===== config.mk =====
export PLATFORM = sky130hd
export DESIGN_NAME = modular_inverse_pow2
export DESIGN_NICKNAME = d
export VERILOG_FILES = /design/src/rtl/mip_pkg.sv /design/src/rtl/modular_inverse_pow2.sv /design/src/rtl/mip_dp.sv /design/src/rtl/mip_ctrl.sv
export SDC_FILE = /design/constraint.sdc
export NUM_CORES = 1
export LEC_CHECK = 0
export ABC_AREA = 1
export BUFFER_PORTS_ARGS = -buffer_cell sky130_fd_sc_hd__buf_4
export CORE_ASPECT_RATIO = 0.5
export CORE_MARGIN = 3
export CORE_UTILIZATION = 39
export CTS_CLUSTER_DIAMETER = 120
export DETAILED_ROUTE_END_ITERATION = 10
export GPL_TIMING_DRIVEN = 0
export PLACE_DENSITY = 0.56
export SYNTH_ARGS = -nofsm -noshare
export SYNTH_HDL_FRONTEND = slang
export SYNTH_SLANG_ARGS = --single-unit

===== constraint.sdc =====
create_clock -name i_clk -period 2.5 [get_ports i_clk]
set_clock_uncertainty 0.15 [all_clocks]
set_input_delay 0.5 -clock i_clk [delete_from_list [all_inputs] [get_ports i_clk]]
set_output_delay 0.5 -clock i_clk [all_outputs]
set_load 0.02 [all_outputs]

===== src/rtl/mip_pkg.sv =====
// ----------------------------------------------------------------------------
// mip_pkg
// Shared types and constants for the modular inverse block: the command and
// status groups that pass between the controller and the datapath.
// ----------------------------------------------------------------------------
`default_nettype none

package mip_pkg;

    // width of the code width field
    localparam int unsigned CODE_WIDTH_W = 6;

    // controller to datapath commands
    typedef struct packed {
        logic load;   // capture a new request
        logic step;   // one bit of the inverse
        logic emit;   // register the result
    } t_dp_cmd;

    // datapath to controller status
    typedef struct packed {
        logic eligible;  // odd value and nonzero width
        logic last;      // current step produces the top bit
    } t_dp_sts;

endpackage

`default_nettype wire


===== src/rtl/modular_inverse_pow2.sv =====
// ----------------------------------------------------------------------------
// modular_inverse_pow2
// Multiplicative inverse of a value modulo 2^n, with an existence flag.
// ----------------------------------------------------------------------------
// A request is taken on a rising edge with start high and busy low. For an
// odd value and nonzero code width n (n saturates at MAX_CODE_WIDTH) the
// datapath finds one inverse bit per cycle, between a check state and a
// finish state; an even or zero value, or a zero width, returns inverse 0
// with found clear from the check state. The result is on o_inverse and
// o_found in the one cycle o_valid is high, is held until the next result
// and cannot be held off by the receiver. busy drops together with the
// strobe, so the next request may be taken while a result is being shown.
`default_nettype none

module modular_inverse_pow2 #(
    parameter int unsigned VALUE_WIDTH    = 16,
    parameter int unsigned MAX_CODE_WIDTH = 40
) (
    input  wire logic                             i_clk,
    input  wire logic                             i_rst_n,
    // request side
    input  wire logic                             start,
    output      logic                             busy,
    input  wire logic [VALUE_WIDTH-1:0]           i_value,
    input  wire logic [mip_pkg::CODE_WIDTH_W-1:0] i_code_width,
    // result side
    output      logic                             o_valid,
    output      logic [MAX_CODE_WIDTH-1:0]        o_inverse,
    output      logic                             o_found
);

    // command and status between the sequencer and the bit-serial datapath
    mip_pkg::t_dp_cmd cmd;
    mip_pkg::t_dp_sts sts;

    // sequencer: load, one step per inverse bit, then result register
    mip_ctrl u_ctrl (
        .i_clk   (i_clk),
        .i_rst_n (i_rst_n),
        .start   (start),
        .i_sts   (sts),
        .o_cmd   (cmd),
        .busy    (busy),
        .o_valid (o_valid)
    );

    // datapath: residual subtract and shift, inverse bits set one at a time
    mip_dp #(
        .VALUE_WIDTH    (VALUE_WIDTH),
        .MAX_CODE_WIDTH (MAX_CODE_WIDTH)
    ) u_dp (
        .i_clk        (i_clk),
        .i_rst_n      (i_rst_n),
        .i_cmd        (cmd),
        .i_value      (i_value),
        .i_code_width (i_code_width),
        .o_sts        (sts),
        .o_inverse    (o_inverse),
        .o_found      (o_found)
    );

endmodule

`default_nettype wire


===== src/rtl/mip_dp.sv =====
// ----------------------------------------------------------------------------
// mip_dp
// Datapath: bit-serial inverse modulo 2^n, one result bit per step using one
// subtract and a right shift of the running residual.
// ----------------------------------------------------------------------------
`default_nettype none

module mip_dp #(
    parameter int unsigned VALUE_WIDTH    = 16,
    parameter int unsigned MAX_CODE_WIDTH = 40
) (
    input  wire logic                                 i_clk,
    input  wire logic                                 i_rst_n,
    input  wire mip_pkg::t_dp_cmd                     i_cmd,
    input  wire logic [VALUE_WIDTH-1:0]               i_value,
    input  wire logic [mip_pkg::CODE_WIDTH_W-1:0]     i_code_width,
    output      mip_pkg::t_dp_sts                     o_sts,
    output      logic [MAX_CODE_WIDTH-1:0]            o_inverse,
    output      logic                                 o_found
);

    localparam int unsigned MW = MAX_CODE_WIDTH;
    localparam int unsigned CW = mip_pkg::CODE_WIDTH_W;
    localparam int unsigned IW = $clog2(MW);

    logic [VALUE_WIDTH-1:0] r_v;
    logic [CW-1:0]          r_n;
    logic [MW-1:0]          r_t;
    logic [MW-1:0]          r_x;
    logic [IW-1:0]          r_i;
    logic [MW-1:0]          r_res;
    logic                   r_found;

    logic [CW-1:0]          n_n;
    logic [MW-1:0]          n_t;
    logic [MW-1:0]          sub_t;

    // saturate the requested width
    always_comb begin
        if (i_code_width > CW'(MW)) begin
            n_n = CW'(MW);
        end else begin
            n_n = i_code_width;
        end
    end

    // residual (1 - v*x) / 2^i, kept modulo the remaining width
    assign sub_t = r_t - MW'(r_v);
    assign n_t   = r_t[0] ? (sub_t >> 1) : (r_t >> 1);

    assign o_sts.eligible = r_v[0] && (r_n != '0);
    assign o_sts.last     = (CW'(r_i) == (r_n - CW'(1)));

    always_ff @(posedge i_clk) begin
        if (!i_rst_n) begin
            r_found <= 1'b0;
        end else if (i_cmd.emit) begin
            r_found <= o_sts.eligible;
        end
    end

    always_ff @(posedge i_clk) begin
        if (i_cmd.load) begin
            r_v <= i_value;
            r_n <= n_n;
            r_t <= MW'(1);
            r_x <= '0;
            r_i <= '0;
        end else if (i_cmd.step) begin
            r_t      <= n_t;
            r_x[r_i] <= r_t[0];
            r_i      <= r_i + IW'(1);
        end
        if (i_cmd.emit) begin
            r_res <= o_sts.eligible ? r_x : '0;
        end
    end

    assign o_inverse = r_res;
    assign o_found   = r_found;

    a_step_eligible: assert property (@(posedge i_clk) disable iff (!i_rst_n)
        i_cmd.step |-> o_sts.eligible)
        else $error("step issued for a value with no inverse");

    a_load_clears: assert property (@(posedge i_clk) disable iff (!i_rst_n)
        i_cmd.load |=> (r_i == '0) && (r_t == MW'(1)))
        else $error("load did not reset the iteration");

endmodule

`default_nettype wire


===== src/rtl/mip_ctrl.sv =====
// ----------------------------------------------------------------------------
// mip_ctrl
// Controller: sequences load, per-bit steps and result emission, and drives
// the busy and valid strobes.
// ----------------------------------------------------------------------------
`default_nettype none

module mip_ctrl (
    input  wire logic              i_clk,
    input  wire logic              i_rst_n,
    input  wire logic              start,
    input  wire mip_pkg::t_dp_sts  i_sts,
    output      mip_pkg::t_dp_cmd  o_cmd,
    output      logic              busy,
    output      logic              o_valid
);

    typedef enum logic [1:0] {
        ST_IDLE,
        ST_CHECK,
        ST_RUN,
        ST_FIN
    } t_state;

    t_state r_state;
    logic   r_busy;
    logic   r_valid;

    always_comb begin
        o_cmd.load = 1'b0;
        o_cmd.step = 1'b0;
        o_cmd.emit = 1'b0;
        unique case (r_state)
            ST_IDLE:  o_cmd.load = start;
            ST_CHECK: o_cmd.emit = !i_sts.eligible;
            ST_RUN:   o_cmd.step = 1'b1;
            ST_FIN:   o_cmd.emit = 1'b1;
            default:  o_cmd.load = 1'b0;
        endcase
    end

    always_ff @(posedge i_clk) begin
        if (!i_rst_n) begin
            r_state <= ST_IDLE;
            r_busy  <= 1'b0;
            r_valid <= 1'b0;
        end else begin
            r_valid <= o_cmd.emit;
            unique case (r_state)
                ST_IDLE: begin
                    if (start) begin
                        r_state <= ST_CHECK;
                        r_busy  <= 1'b1;
                    end
                end
                ST_CHECK: begin
                    if (i_sts.eligible) begin
                        r_state <= ST_RUN;
                    end else begin
                        r_state <= ST_IDLE;
                        r_busy  <= 1'b0;
                    end
                end
                ST_RUN: begin
                    if (i_sts.last) begin
                        r_state <= ST_FIN;
                    end
                end
                ST_FIN: begin
                    r_state <= ST_IDLE;
                    r_busy  <= 1'b0;
                end
                default: begin
                    r_state <= ST_IDLE;
                    r_busy  <= 1'b0;
                end
            endcase
        end
    end

    assign busy    = r_busy;
    assign o_valid = r_valid;

    a_start_busy: assert property (@(posedge i_clk) disable iff (!i_rst_n)
        (start && !busy) |=> busy)
        else $error("accepted request did not raise busy");

    a_valid_pulse: assert property (@(posedge i_clk) disable iff (!i_rst_n)
        o_valid |=> !o_valid)
        else $error("result strobe longer than one cycle");

    a_valid_idle: assert property (@(posedge i_clk) disable iff (!i_rst_n)
        o_valid |-> !busy)
        else $error("result shown while still busy");

endmodule

`default_nettype wire

==> flow_summary.yaml <==
finish:
  nets: 1191
  fillCellCount: 1987
  instances_no_fill: 1426
  register_area_um2: 3660
  antennaDiodeCount: 0
  syn2layout_area_growth_pct: 18.1
  final_cell_mix: "nand2_1, inv_1, nor2_1"
  multi_input_area_um2: 3470
  layout_commonest_cell: "nand2_1"
  drive_gt1_frac: 0.144
worst_setup_path:
  rr_startpoint: "u_dp.r_t[0]"
  critPathMaxFanout: 10
  path_class: "reg -> reg"
  startpoint_type: "register"
  rr_worst_depth: 16
  required_ns: 2.69
  r2r_setup_slack_ns: 0.13
  arrival_ns: 2.55
  r2r_end: "u_dp.r_t[29]"
  crit_path_end_kind: "register"
die:
  core.rowCount: 36
  die_x_um: 209
  start_util: 0.404
  io_pins: 68
  coreArea_um2: 19800
  dieArea_um2: 22400
  dieHeight_um: 107
synthesis:
  synth_seq_cells: 152
  synth_area_um2: 8010
  yosysWarnings: 0
  synth_cells: 1059
  yosysSeqAreaShare: 0.457
  avgSynthCellArea_um2: 7.57
  syn-num-nets: 1103
  synth_cell_type_count: 38
detailed_routing:
  antenna_left: 0
  drtIter0Drc: 413
  drtPass1Iterations: 5
  vias_per_cell: 4.86
  drc_errors: 0
  vias: 6929
  avgRoutedWirePerCell_um: 14.2
  wl_um: 20300
global_routing:
  grt_pass1_vias: 6416
  grt_overflow: 0
  grt_pass1_wl_um: 33100
  antenna_found_initial: 0
  grtUsageTotal: 0.185
  grt_start_max_net_pins: 43
power:
  p_leak_nw: 4.24
  vdd_drop_max_uv: 500
  power_density_nw_per_um2: 823
flow_run:
  drv_cap: 0
worst_hold_path:
  min-delay-start: "i_value[2]"
  holdPathStages: 1
  holdPathEnd: "u_dp.r_v[2]"
  hp-class: "in -> reg"
placed_design:
  hpwl_um: 15000
  place_inst: 1392
  place_ws_ns: -0.0140
  port_buffers: 67
  gp_congestion: 0.891
sta:
  relSlewSlack: 0.481
  fmax_ghz: 0.422
  setup_violations: 0
  post-route-worst-setup-slack_ns: 0.133
  slew_viol_final: 0
  period_share: 0.947
  finalCriticalPeriod_ns: 2.37
  hold_viol_final: 0
  worst_slew_pin_slew_ns: 0.778
clock_tree:
  clk_pin_slew_ns: 0.07
  cts_inserted_buffers: 17
  cts_tree: "yes"
  cts.sinks: 152
  htree_levels: 4
  clockRootBuffer: "clkbuf_16"
  insertion_delay_ns: 0.43
  clk_path_buf_depth: 2
run_status:
  outcome: "finished clean"
==> repair_timing <==
action,4_1_cts,5_1_grt
gates cloned,0,0
hold buffers,0,0
setup buffers,0,2
setup endpoints to repair,42,11
pin swaps,0,1
endpoints found under the hold margin,0,0
gates resized for setup,2,4
==> power breakdown <==
part | total [mW] | switching, mW | internal [mW]
Clock | 2.59 | 1.14 | 1.46
Sequential | 2.96 | 0.161 | 2.80
Combinational | 2.24 | 1.50 | 0.737
Total | 7.79 | 2.80 | 4.99
==> Yosys cell counts (all sizes together) <==
library cell  count  area, µm²
a211oi            1       7.51
nor3             16        110
nor2            148        657
nand2           220        863
or2               4       25.0
nor3b             2       20.0
clkbuf           25       93.8
fa                1       20.0
nor4              1       12.5
edfxtp           62       1860
xor2              8       70.1
ha               18        225
inv             195        734
nand3            72        365
a21oi            83        415
a31oi             1       6.26
o211ai            1       7.51
o21ai            53        265
buf              10       62.6
nand3b            3       26.3
xnor2             4       35.0
nand4            13       81.3
dfxtp            90       1800
a311oi           28        245
==> through the flow <==
| step | power (mW) | hold WS [ns] | area, µm² | TNS (ns) | utilization |
|---|---|---|---|---|---|
| 2_1_floorplan | 4.61 | 0.280 | 8010 | 0 | - |
| 3_3_place_gp | 5.19 | 0.290 | 8850 | -26.45 | 0.446 |
| 3_5_place_dp | 5.22 | 0.297 | 8850 | -0.359 | 0.447 |
| 4_1_cts | 7.83 | 0.0806 | 9440 | 0 | 0.476 |
| 5_1_grt | 8.28 | 0.0803 | 9460 | -0.0504 | 0.477 |
| 6_report | 7.79 | 0.0926 | 9460 | 0 | 0.477 |
==> flip-flops by register name (all words and copies together), names as in the netlist, named ones only <==
name,flops
u_dp.r_t,39
u_dp.o_found,1
u_dp.r_i,6
u_ctrl.o_valid,1
u_dp.r_v,16
u_dp.r_x,40
u_dp.r_n,6
u_ctrl.r_state,1
u_ctrl.busy,1
u_dp.o_inverse,40
==> layer usage <==
metal / track usage / vias up / routed length (µm)
met5: 0 / - / 0
met4: 0.0449 / 0 / 205
met3: 0.0338 / 20 / 982
met2: 0.302 / 156 / 9070
met1: 0.257 / 3155 / 10000
li1: - / 3598 / -
==> worst max path at each step <==
stage | from | endpoint | cells after the start
6_report | u_dp.r_t[0] | u_dp.r_t[29] | 16
5_1_grt | u_dp.r_t[0] | u_dp.r_t[29] | 16
4_1_cts | u_dp.r_t[0] | u_dp.r_t[29] | 16
3_5_place_dp | u_dp.r_n[0] | u_dp.o_inverse[31] | 6
3_3_place_gp | u_dp.r_n[0] | u_dp.o_inverse[31] | 6
2_1_floorplan | u_dp.r_n[0] | u_dp.o_inverse[0] | 6
==> layout make-up <==
| type | instances | area share |
|---|---|---|
| buffer | 35 | 0.0167 |
| clock buffer | 19 | 0.0480 |
| clock inverter | 13 | 0.0136 |
| inverter | 195 | 0.0781 |
| multi-input combinational | 677 | 0.367 |
| sequential | 152 | 0.387 |
| tap | 266 | 0.0352 |
| timing repair buffer | 69 | 0.0547 |
==> logic make-up after synthesis <==
kind of cell | count (synthesis) | share of synthesized area
buffers and inverters | 230 | 0.111
AND/OR/NAND/NOR | 479 | 0.270
XOR/XNOR | 12 | 0.0131
flip-flops | 152 | 0.457
AO/OA/AOI/OAI | 167 | 0.118
adder cells (fa/ha/maj) | 19 | 0.0306
==> critical path: stages (launching register included) <==
cell and delay (ns):
dfxtp_1 0.31, buf_6 0.16, inv_6 0.11, nand2_4 0.07, fa_2 0.39, nand3_1 0.11, nand3_2 0.12, nand2_1 0.09
nand2_1 0.09, nand2_1 0.11, nand2_1 0.07, nand2_1 0.12, nand2_1 0.07, nand2_1 0.07, nand3_1 0.11, nand2_1 0.09
inv_1 0.04
Note: power is estimated with default switching activity, not from simulation.
